## src/hw/rtl/ip_range_binary_lookup_core_assert.svh

```systemverilog
// Assertion macros used by the address-range lookup RTL.
`ifndef IP_RANGE_BINARY_LOOKUP_CORE_ASSERT_SVH
`define IP_RANGE_BINARY_LOOKUP_CORE_ASSERT_SVH

`ifndef SYNTHESIS
// Same-cycle implication, checked outside reset.
`define IPRBL_ASSERT_IMP(lbl, clk_s, rstn_s, ante, cons) \
  lbl: assert property (@(posedge clk_s) disable iff (!rstn_s) (ante) |-> (cons)) \
    else $error("assertion failed: same-cycle implication");
// Next-cycle implication, checked outside reset.
`define IPRBL_ASSERT_NXT(lbl, clk_s, rstn_s, ante, cons) \
  lbl: assert property (@(posedge clk_s) disable iff (!rstn_s) (ante) |=> (cons)) \
    else $error("assertion failed: next-cycle implication");
`else
`define IPRBL_ASSERT_IMP(lbl, clk_s, rstn_s, ante, cons)
`define IPRBL_ASSERT_NXT(lbl, clk_s, rstn_s, ante, cons)
`endif

`endif

```

## src/hw/rtl/iprbl_ram.sv

```systemverilog
// Generic single-port RAM with registered read data.
module iprbl_ram #(
  parameter int WIDTH = 8,
  parameter int DEPTH = 16
) (
  input  logic                     clk,
  input  logic                     we,
  input  logic [$clog2(DEPTH)-1:0] addr,
  input  logic [WIDTH-1:0]         wdata,
  output logic [WIDTH-1:0]         rdata
);

  logic [WIDTH-1:0] mem [DEPTH];
  logic [WIDTH-1:0] rdata_r;

  // Write on enable, register the read word every cycle
  always_ff @(posedge clk) begin
    if (we) begin
      mem[addr] <= wdata;
    end
    rdata_r <= mem[addr];
  end

  assign rdata = rdata_r;

endmodule

```

## config.mk

```make
export PLATFORM = sky130hd
export DESIGN_NAME = iprbl_ram
export DESIGN_NICKNAME = d
export VERILOG_FILES = /design/src/hw/rtl/ip_range_binary_lookup_core_assert.svh /design/src/hw/rtl/iprbl_ram.sv
export SDC_FILE = /design/constraint.sdc
export NUM_CORES = 1
export LEC_CHECK = 0
export BUFFER_PORTS_ARGS = -buffer_cell sky130_fd_sc_hd__buf_2
export CORE_ASPECT_RATIO = 0.6
export CORE_UTILIZATION = 26
export CTS_CLUSTER_SIZE = 24
export DETAILED_ROUTE_END_ITERATION = 7
export GPL_ROUTABILITY_DRIVEN = 0
export GPL_TIMING_DRIVEN = 0
export HOLD_SLACK_MARGIN = 0.1
export PLACE_DENSITY_LB_ADDON = 0.1
export RECOVER_POWER = 50
export SLEW_MARGIN = 25
export SYNTH_ARGS = -nofsm -noshare
export SYNTH_HDL_FRONTEND = slang
export SYNTH_SLANG_ARGS = --single-unit
```

## constraint.sdc

```tcl
create_clock -name clk -period 3.3 [get_ports clk]
set_input_delay 0.495 -clock clk [delete_from_list [all_inputs] [get_ports clk]]
set_output_delay 0.495 -clock clk [all_outputs]
set_load 0.005 [all_outputs]
```

======== Word level (Yosys, flattened, before mapping) ========
Memories as Yosys holds them, arrays and structs flattened. A register that Yosys moved wholly into a read port is not among the register bits.
Cells that the tools add are included.
storage, ports and cells
  bits in writable memories ............... 128
  memories kept ........................... 1
  word-level logic and storage cells ...... 3
  flip-flop bits (word level) ............. 0
  output and inout port bits .............. 8
  input bits .............................. 14
  bits in read-only memories .............. 0
  bits in latches ......................... 0
memory list
  name  depth  bits a word  read ports  clocked after Yosys merged registers in  wr ports  RTL line         RTL
  mem   16     8            1           1                                        1         iprbl_ram.sv:13  logic [WIDTH-1:0] mem [DEPTH];
cells by class
  shifts and indexed selects .............. 0
  muxes and demuxes ....................... 2
  eq/ne operators ......................... 0
  bitwise gates (word level) .............. 0
  $add $sub $neg .......................... 0
  divide/modulo/power cells ............... 0
  magnitude comparators ................... 0
  multiply operators ...................... 0
  reduce and logical (&&, ||, !) cells .... 0
operator list
  cell              number
  1-bit 2-to-1 mux  2

======== Depth between registers and ports, before layout ========
Gate-level depths: netlist of run 1.
  depth in word-level cells ............... 2
  mapped depth ............................ 5

======== Worst setup path before layout of run 1 ========
OpenSTA, ideal clock, no wires.
  path type ............................... input-to-reg
  start ................................... input port addr[2]
  end ..................................... memory mem[0][0] (enable)
  required time ........................... 2917 ps
  path buffers ............................ 0
  data arrival time ....................... 1605 ps
  setup time .............................. 383 ps
  setup slack ............................. 1312 ps
  stages .................................. 2
  cells stage by stage .................... or3b_2 -> nor3_1
RTL lines
  item         RTL line         RTL
  from (decl)  iprbl_ram.sv:8   input logic [$clog2(DEPTH)-1:0] addr,
  to (decl)    iprbl_ram.sv:13
No word-level cell before the write port.

======== Final worst setup path of run 1 ========
  start ................................... input port addr[1]
  end ..................................... memory mem[3][1] (enable)
No word-level cell before the write port.

==> impl_metrics.py, run 1 <==
metrics = {
    "run_status": {
        "outcome": "complete, no violations",
    },
    "clock_tree": {
        "path_clk_slew_ns": 0.06,
        "post_cts_buffers": 0,
        "numCtsBuffers": 17,
        "cts_htree_levels": 4,
        "cts_tree": "done",
        "cts_resized": 0,
        "worstSkewPairLatency_ns": 0.42,
        "root_buffer": "clkbuf_16",
        "clockBufferDepth": 2,
        "cts.sink_count": 136,
        "postCtsHoldBufs": 0,
    },
    "global_routing": {
        "grt.total_usage_pct": 13.4,
        "grt_start_max_net_pins": 17,
        "grt_pass1_vias": 2485,
        "grt_first_pass_wirelength_um": 17600,
        "antenna_found_initial": 0,
        "overflow": 0,
    },
    "worst_hold_path": {
        "hold_start": "we",
        "holdPathStages": 3,
        "worst_hold_path_type": "input pin to flip-flop",
    },
    "yosys": {
        "synth.distinct_cells": 18,
        "yosys_most_used_dff": "edfxtp_1",
        "avgSynthCellArea_sq_um": 22.0,
        "synth_edf_count": 128,
        "yosysTopAreaCell": "edfxtp_1",
        "synth_top_area_share_pct": 75.9,
        "ys_ff_latch": 136,
        "synth.most_common_cell": "edfxtp_1",
        "synth_nets": 244,
        "syn_area_sq_um": 5070,
        "yosysSeqAreaShare_pct": 79.0,
        "synth_area_leaders": "edfxtp_1 (76%), mux4_2 (14%), dfxtp_1 (3.2%), a22oi_1 (2.4%), nor2_1 (0.96%)",
        "synth_cells": 230,
        "synthTopCellsByCount": "edfxtp_1 (128), mux4_2 (32), a22oi_1 (16)",
        "synthArstFlopShare_pct": 0,
        "yosys_warnings": 0,
    },
    "setup_path": {
        "cp_max_fo": 10,
        "reg2regPathDepth": 3,
        "worstPathCellList": "buf_2 -> buf_1 -> nand2_1 -> nor2_1",
        "crit_path_start": "addr[1]",
        "critPathCaptureType": "flip-flop",
        "worst_path_max_delay_cell": "nor2_1",
        "cpPeakStageDelay_ns": 0.73,
        "cpLargestDelayFamily": "simple AND/OR/NAND/NOR gates",
        "cp_num_buf_inv": 2,
        "cp-start-kind": "input pin",
        "timing.rr.start": "mem[7][3]",
        "crit_arrival_ns": 2.30,
        "critPathKind": "input pin to flip-flop",
        "cp_data_required_time_ns": 3.34,
        "crit_cells": 4,
    },
    "cells_and_area": {
        "diodes": 0,
        "drive_above_1_share_pct": 28.3,
        "syn_to_final_growth_pct": 20.3,
        "design_area_sq_um": 6090,
        "nets": 284,
    },
    "timing": {
        "fin_crit_ns": 2.26,
        "final.setup.tns_ns": 0,
        "worst_clock_skew_ns": 0.00917,
        "finalCritPeriodShare_pct": 68.5,
        "hold_slack_ns": 0.646,
        "timing.fmax_ghz": 0.442,
        "grt_setup_unrepaired": "false",
        "tightest_slew_ns": 0.923,
        "slew_headroom_pct": 38.2,
        "hold_viol_final": 0,
        "maxSlewViolCount": 0,
        "setup_violations": 0,
    },
    "detailed_routing": {
        "drc": 0,
        "viasPerCell": 4.49,
        "drt_iter0_drc": 232,
        "vias": 2377,
        "detail-route-antenna-nets": 0,
        "dr.pass1.iters": 4,
        "wl_per_cell_um": 22.9,
        "finalWirelength_um": 12100,
    },
    "power": {
        "leakagePower_nw": 1.90,
        "netSwitchingFraction_pct": 21.3,
        "p_comb_share_pct": 4.8,
        "p_per_area_nw_per_um2": 667,
        "ir_drop_mv": 0.349,
        "pwr-share-clk_pct": 47.5,
        "p_int_mw": 3.20,
        "seq_power_share_pct": 47.7,
        "switching_power_uw": 867,
    },
    "floorplan": {
        "die_area_sq_um": 20100,
        "rows": 39,
        "die_h_um": 110,
        "fp.dieW_um": 182,
        "pin_count": 22,
        "start_util_pct": 26.6,
        "core_area_sq_um": 19000,
    },
    "job": {
        "drv_cap": 0,
    },
    "place": {
        "hpwl_um": 7960,
        "portBuffers": 19,
        "place_area_sq_um": 5510,
    },
}
[area by class of cell]
class	instances	area, sq um
buffer	11	60.1
clock buffer	19	433
clock inverter	13	173
fill	1825	12900
multi-input combinational	83	1020
sequential	136	4000
tap	246	308
timing repair buffer	21	93.8
[worst register-to-register path, cell delays in order, from the launching register on]
cell and delay (ns):
edfxtp_1 0.37, mux4_2 0.54, a22oi_1 0.24, nand2_1 0.15
[metrics by stage]
step                std cells  setup slack, ns  util (%)  total power [mW]
floorplan                 230             1.31         -              2.08
CTS                       529            0.976      32.1              4.11
global placement          495            0.527      28.7              2.18
global route              529            0.827      32.0              4.21
detailed placement        497            0.534      28.9              2.18
finish                    529             1.04      32.0              4.07
[metal layers]
layer  up-vias  track usage [%]  wire length [um]
li1       1046                -                 -
met1      1274             19.3              6300
met2        46             19.0              5140
met3        11             4.07               545
met4         0             4.86               125
met5         -                0                 0
[final timing paths]
check                            endpoint  slack (ns)
worst max-delay path            mem[3][1]        1.04
worst min-delay path            mem[8][3]        0.65
worst max register to register   rdata[3]        1.86
worst min register to register   rdata[4]        0.71
[state kept, by name, indices dropped and copies added (netlist names)]
name / flops
rdata: 8
mem: 128
[placed cells by master, fill, tap and decap left out]
| cell | instances |
|---|---|
| nor3_2 | 4 |
| mux4_2 | 32 |
| edfxtp_1 | 128 |
| clkbuf_2 | 1 |
| a22oi_1 | 16 |
| clkinv_4 | 4 |
| nor2_1 | 13 |
| nand2b_1 | 2 |
| nand3_1 | 1 |
| buf_4 | 2 |
| buf_2 | 8 |
| inv_6 | 2 |
| clkbuf_16 | 17 |
| buf_1 | 4 |
| or3b_2 | 1 |
| buf_6 | 2 |
| bufinv_16 | 3 |
| nor2b_1 | 2 |
| clkinvlp_4 | 4 |
| nand3b_1 | 2 |
| and2_1 | 1 |
| clkbuf_1 | 17 |
| dfxtp_1 | 8 |
| nand2_1 | 9 |
[logic make-up after synthesis]
group                  share of synthesized area, %
AOI/OAI and AO/OA                              2.37
buffers and inverters                          1.19
DFF                                            79.0
muxes                                          14.2
and+or+nand+nor                                3.21
[power groups by stage]
stage | clock network (mW) | logic (mW) | registers [mW]
after global routing | 2.05 | 0.212 | 1.94
after global placement | 0 | 0.200 | 1.98
final | 1.93 | 0.195 | 1.94
after detailed placement | 0 | 0.202 | 1.98
after floorplan | 0 | 0.0995 | 1.98
after CTS | 1.97 | 0.202 | 1.94
Power figures use the tool's default switching activity.
==> run 2, diff against run 1 <==
--- a/config.mk
+++ b/config.mk
@@ -5,6 +5,7 @@
 export SDC_FILE = /design/constraint.sdc
 export NUM_CORES = 1
 export LEC_CHECK = 0
+export ABC_AREA = 1
 export BUFFER_PORTS_ARGS = -buffer_cell sky130_fd_sc_hd__buf_2
 export CORE_ASPECT_RATIO = 0.6
 export CORE_UTILIZATION = 26
==> constraint.sdc (replaced) <==
create_clock -name clk -period 1.8 [get_ports clk]
set_input_delay 0.27 -clock clk [delete_from_list [all_inputs] [get_ports clk]]
set_output_delay 0.27 -clock clk [all_outputs]
set_load 0.005 [all_outputs]
==> run 2 against run 1 <==
The flow now finishes with violations (negative setup slack). Flip-flop and latch count did not move. Clock skew rose by 0.00076 ns. Non-clock buffer count rose by 9. Worst setup slack got worse by 1.1 ns. Power rose by 97%. Cell count rose by 66%. Die area rose by 10%. Clock power rose by 110%. Combinational power rose by 140%. Sequential power rose by 84%. Critical path type unchanged. Largest cell class unchanged.
==> impl_metrics.py, run 2 <==
metrics = {
    "run_status": {
        "outcome": "finished with violations",
        "violations": "negative setup slack",
    },
    "yosys": {
        "synth_nets": 562,
        "synth_xor_area_share_pct": 0,
        "avgSynthCellArea_sq_um": 10.2,
        "synth_cells": 548,
        "synth_area_leaders": "edfxtp_1 (69%), nand2_1 (23%), dfxtp_1 (2.9%), inv_1 (1.4%), nor2_1 (1.2%)",
        "synth_top_family_by_area": "simple AND/OR/NAND/NOR gates",
        "synth.distinct_cells": 11,
        "synthArstFlopShare_pct": 0,
        "ys_ff_latch": 136,
        "yosys_warnings": 0,
        "yosysSeqAreaShare_pct": 71.6,
        "synth.most_common_cell": "nand2_1",
        "synth-compound-area-share_pct": 0,
        "synthSimpleGateAreaFrac_pct": 24.8,
        "yosysTopAreaCell": "edfxtp_1",
        "synthTopCellsByCount": "nand2_1 (346), edfxtp_1 (128), inv_1 (21)",
        "synthAdderAreaFrac_pct": 0,
        "syn_area_sq_um": 5590,
        "synth_top_area_share_pct": 68.7,
        "synth_edf_count": 128,
        "synthMuxAreaShare_pct": 0,
        "yosys_most_used_dff": "edfxtp_1",
    },
    "cells_and_area": {
        "top_register": "mem",
        "diodes": 0,
        "final_cell_mix": "nand2_1 (346), edfxtp_1 (128), buf_2 (25)",
        "design_area_sq_um": 6800,
        "syn_to_final_growth_pct": 21.5,
        "largest_reg_flops": 128,
        "mostFrequentLayoutCell": "nand2_1",
        "final_cells": 879,
        "drive_above_1_share_pct": 13.5,
        "nets": 601,
    },
    "timing": {
        "grt_setup_unrepaired": "true",
        "timing.fmax_ghz": 0.541,
        "final.setup.tns_ns": -0.926,
        "finalCritPeriodShare_pct": 103,
        "slew_headroom_pct": 25.4,
        "fin_crit_ns": 1.85,
        "setup_violations": 56,
        "maxSlewViolCount": 0,
        "hold_slack_ns": 0.332,
        "hold_viol_final": 0,
        "worst_clock_skew_ns": 0.00992,
        "tightest_slew_ns": 1.12,
        "layout_setup_ws_ns": -0.0496,
    },
    "floorplan": {
        "die_h_um": 116,
        "die_area_sq_um": 22100,
        "fp.dieW_um": 191,
        "pin_count": 22,
        "core_area_sq_um": 21000,
        "start_util_pct": 26.6,
        "rows": 41,
    },
    "worst_hold_path": {
        "holdPathStages": 1,
        "hold_start": "wdata[7]",
        "holdPathEnd": "mem[8][7]",
        "worst_hold_path_type": "input pin to flip-flop",
    },
    "global_routing": {
        "antenna_found_initial": 1,
        "grt_start_max_net_pins": 17,
        "overflow": 0,
        "grt_pass1_vias": 3584,
        "grt_first_pass_wirelength_um": 23200,
        "grt.total_usage_pct": 15.3,
    },
    "setup_path": {
        "r2r_setup_slack_ns": 0.74,
        "cpPeakStageDelay_ns": 0.52,
        "crit_arrival_ns": 1.93,
        "timing.rr.start": "mem[12][2]",
        "timing.rr.end": "rdata[2]",
        "cp-start-kind": "input pin",
        "worstPathCellList": "buf_2 -> clkbuf_1 -> nand3_1 -> nor2_4",
        "cp_max_fo": 10,
        "critPathCaptureType": "flip-flop",
        "cp_data_required_time_ns": 1.88,
        "worst_path_max_delay_cell": "nand3_1",
        "critPathKind": "input pin to flip-flop",
        "reg2regPathDepth": 8,
    },
    "power": {
        "seq_power_share_pct": 44.4,
        "p_per_area_nw_per_um2": 1180,
        "p_comb_share_pct": 5.9,
        "total_power_mw": 8.02,
        "pwr-share-clk_pct": 49.7,
        "p_int_mw": 6.27,
        "ir_drop_mv": 0.609,
        "leakagePower_nw": 2.81,
        "netSwitchingFraction_pct": 21.8,
        "switching_power_mw": 1.74,
    },
    "clock_tree": {
        "path_clk_slew_ns": 0.06,
        "cts_tree": "done",
        "clockBufferDepth": 2,
        "post_cts_buffers": 0,
        "cts.sink_count": 136,
        "postCtsHoldBufs": 0,
        "worstSkewPairLatency_ns": 0.41,
        "root_buffer": "clkbuf_16",
        "numCtsBuffers": 17,
        "cts_htree_levels": 4,
    },
    "detailed_routing": {
        "detail-route-antenna-nets": 0,
        "viasPerCell": 4.09,
        "drt_iter0_drc": 383,
        "dr.pass1.iters": 4,
        "drc": 0,
        "finalWirelength_um": 15500,
        "vias": 3598,
        "wl_per_cell_um": 17.7,
    },
    "place": {
        "place_area_sq_um": 6040,
        "placedCellCount": 847,
        "portBuffers": 20,
        "hpwl_um": 10200,
    },
    "job": {
        "drv_cap": 0,
    },
}
==> run 2: repair_timing <==
item / 4_1_cts / 5_1_grt
pin swaps: 0 / 0
resized for setup: 10 / 16
endpoints found under the setup margin: 128 / 67
==> run 2: stage by stage <==
stage	setup WS (ns)	utilization [%]
floorplan	0.153	-
global placement	-0.701	28.7
detailed placement	-0.688	28.7
CTS	-0.241	32.1
global route	-0.181	32.3
finish	-0.0496	32.3
==> run 2: how the worst max path moves through the flow <==
stage	from	endpoint	slack, ns	depth (start not counted)
after detailed placement	addr[1]	mem[3][4]	-0.69	4
after global placement	addr[1]	mem[3][3]	-0.70	4
after floorplan	addr[1]	mem[3][0]	0.15	4
after global routing	addr[1]	mem[2][1]	-0.18	4
after CTS	addr[1]	mem[2][1]	-0.24	4
final	addr[1]	mem[3][7]	-0.05	4
==> run 2: metal layers <==
layer,routed length [um],global-route usage (%)
met2,6340,20.4
met5,0,0
met4,49,4.29
met1,8120,24.0
met3,1020,3.69
==> run 2: kinds of logic after synthesis <==
family / count (synthesis)
and+or+nand+nor: 368
buffers and inverters: 44
DFF: 136
==> run 2: critical path, delay by kind of cell <==
family	cells	cell delay (ns)
buffers and inverters	2	0.69
AND/OR/NAND/NOR	2	0.96
==> run 2: cell type report <==
class	instances	area [sq um]
clock buffers	17	425
repair buffers	20	91.3
fillers	2190	14200
plain buffers	21	116
multi-input cells	368	1470
clock inverters	15	249
inverters	23	86.3
flip-flops and latches	136	4000
well taps	279	349
==> run 2: power by group through the flow <==
| stage | clock network (mW) | registers (mW) | logic (mW) |
|---|---|---|---|
| after floorplan | 0 | 3.63 | 0.244 |
| after global placement | 0 | 3.62 | 0.472 |
| after detailed placement | 0 | 3.63 | 0.472 |
| after CTS | 4.07 | 3.56 | 0.479 |
| after global routing | 4.20 | 3.57 | 0.546 |
| final | 3.98 | 3.56 | 0.476 |
==> run 3, diff against run 2 <==
--- a/config.mk
+++ b/config.mk
@@ -5,8 +5,9 @@
 export SDC_FILE = /design/constraint.sdc
 export NUM_CORES = 1
 export LEC_CHECK = 0
-export ABC_AREA = 1
 export BUFFER_PORTS_ARGS = -buffer_cell sky130_fd_sc_hd__buf_2
+export CELL_PAD_IN_SITES_DETAIL_PLACEMENT = 0
+export CELL_PAD_IN_SITES_GLOBAL_PLACEMENT = 1
 export CORE_ASPECT_RATIO = 0.6
 export CORE_UTILIZATION = 26
 export CTS_CLUSTER_SIZE = 24
==> run 3 against run 2 <==
First-iteration DRC count is 54% lower. Register-to-register slack lost 0.33 ns. Fmax grew 2.7%. Routed wire length shrank 21%. Worst hold slack improved by 0.12 ns. The run still ends with negative setup slack left. Worst setup slack gained 0.049 ns. Global-route usage fell by 1.8 points. Largest power group is now sequential cells. Critical path type unchanged. Clock power is 14% lower. Final area down 10%.
==> impl_metrics.py, run 3 (same netlist as run 1, synthesis figures left out) <==
metrics = {
    "cells_and_area": {
        "mostFrequentLayoutCell": "edfxtp_1",
        "final_cell_mix": "edfxtp_1 (128), mux4_2 (32), clkbuf_16 (17)",
        "register_area_sq_um": 4000,
        "diodes": 0,
        "design_area_sq_um": 6120,
        "nets": 283,
        "drive_above_1_share_pct": 33.3,
        "fill_cells": 1838,
        "syn_to_final_growth_pct": 20.7,
        "final_cells": 528,
        "multi_input_area_sq_um": 1060,
        "final_util_pct": 32.1,
        "largest_reg_flops": 128,
        "top_register": "mem",
    },
    "global_routing": {
        "antenna_found_initial": 0,
        "grt_first_pass_wirelength_um": 17800,
        "grt_pass1_vias": 2486,
        "overflow": 0,
        "grt_start_max_net_pins": 20,
        "grt.total_usage_pct": 13.5,
    },
    "detailed_routing": {
        "wl_per_cell_um": 23.2,
        "dr.pass1.iters": 4,
        "viasPerCell": 4.42,
        "drt_iter0_drc": 175,
        "vias": 2333,
        "finalWirelength_um": 12300,
        "drc": 0,
        "detail-route-antenna-nets": 0,
    },
    "power": {
        "leakagePower_nw": 1.91,
        "netSwitchingFraction_pct": 22.1,
        "ir_drop_mv": 0.678,
        "pwr-share-clk_pct": 46.6,
        "switching_power_mw": 1.62,
        "seq_power_share_pct": 48.5,
        "p_per_area_nw_per_um2": 1200,
        "p_int_mw": 5.72,
        "p_comb_share_pct": 5.0,
    },
    "setup_path": {
        "critPathKind": "input pin to flip-flop",
        "cp_data_required_time_ns": 1.84,
        "critPathCaptureType": "flip-flop",
        "timing.rr.start": "mem[7][6]",
        "crit_path_start": "addr[0]",
        "crit_arrival_ns": 1.84,
        "cp-start-kind": "input pin",
        "cp_max_fo": 10,
    },
    "clock_tree": {
        "cts.sink_count": 136,
        "postCtsHoldBufs": 0,
        "numCtsBuffers": 17,
        "root_buffer": "clkbuf_16",
        "cts_htree_levels": 4,
        "worstSkewPairLatency_ns": 0.41,
        "clockBufferDepth": 2,
        "path_clk_slew_ns": 0.06,
        "cts_tree": "done",
    },
    "place": {
        "pre_cts_slack_ns": -0.819,
        "place_area_sq_um": 5510,
        "portBuffers": 19,
        "placedCellCount": 497,
        "hpwl_um": 7920,
    },
    "timing": {
        "worst_clock_skew_ns": 0.00946,
        "finalCritPeriodShare_pct": 100,
        "slew_headroom_pct": 40.0,
        "setup_violations": 1,
        "tightest_slew_ns": 0.897,
        "hold_viol_final": 0,
        "timing.fmax_ghz": 0.556,
        "grt_setup_unrepaired": "true",
        "layout_setup_ws_ns": -0.0000677,
        "fin_crit_ns": 1.80,
        "hold_slack_ns": 0.451,
        "maxSlewViolCount": 0,
    },
    "floorplan": {
        "pin_count": 22,
        "die_h_um": 110,
        "rows": 39,
        "die_area_sq_um": 20100,
        "core_area_sq_um": 19000,
        "fp.dieW_um": 182,
        "start_util_pct": 26.6,
    },
    "run_status": {
        "outcome": "finished with violations",
        "violations": "negative setup slack",
    },
    "worst_hold_path": {
        "worst_hold_path_type": "input pin to flip-flop",
        "hold_start": "addr[0]",
    },
    "job": {
        "drv_cap": 0,
    },
}
==> run 3: cell count changes in the layout (fill, tap and decap cells not counted), sizes merged, moves of 4 or more <==
| cell | delta |
|---|---|
| nand2 | -337 |
| mux4 | +32 |
| inv | -21 |
| a22oi | +16 |
| buf | -12 |
| nor2 | -5 |
| bufinv | -4 |
| nor3 | +4 |
==> run 3: path summary, 6_finish.rpt <==
check / slack, ns / depth (start not counted) / end
min: 0.45 / 4 / rdata[2]
max reg2reg: 0.41 / 3 / rdata[6]
max: -0.00007 / 3 / mem[13][7]
min reg2reg: 0.70 / 3 / rdata[4]
==> run 3: power by group through the flow <==
stage | clock network (mW) | registers, mW | logic (mW)
2_1_floorplan | 0 | 3.62 | 0.182
3_3_place_gp | 0 | 3.62 | 0.365
3_5_place_dp | 0 | 3.62 | 0.370
4_1_cts | 3.50 | 3.56 | 0.375
5_1_grt | 3.64 | 3.56 | 0.398
6_report | 3.42 | 3.56 | 0.364
==> run 3: routing by layer <==
metal	track usage [%]	vias up	wire length, um
li1	-	1040	-
met1	20.2	1249	6680
met2	19.0	35	5110
met3	3.19	9	381
met4	4.86	0	99
met5	0	-	0
==> run 3: critical path: stages <==
cell and delay [ns]:
clkdlybuf4s15_1 0.57, nand2b_1 0.25, nor2_1 0.74
==> run 3: final cells by class <==
type / instances / area share [%]
Clock inverter: 15 / 2.50
Sequential cell: 136 / 65.5
Clock buffer: 17 / 6.96
Tap cell: 246 / 5.03
Multi-Input combinational cell: 83 / 17.4
Timing Repair Buffer: 21 / 1.64
Buffer: 10 / 1.02
==> run 3: per-stage QoR <==
stage	power [mW]	TNS, ns
6_report	7.34	-0.0000677
5_1_grt	7.61	-4.34
4_1_cts	7.43	-0.513
3_5_place_dp	3.99	-69.27
3_3_place_gp	3.99	-77.12
2_1_floorplan	3.81	0
==> run 3: repair_timing <==
item / in CTS / in global routing
endpoints found under the setup margin: 96 / 40
buffers inserted: 0 / 0
resized for setup: 11 / 2
endpoints found under the hold margin: 0 / 0
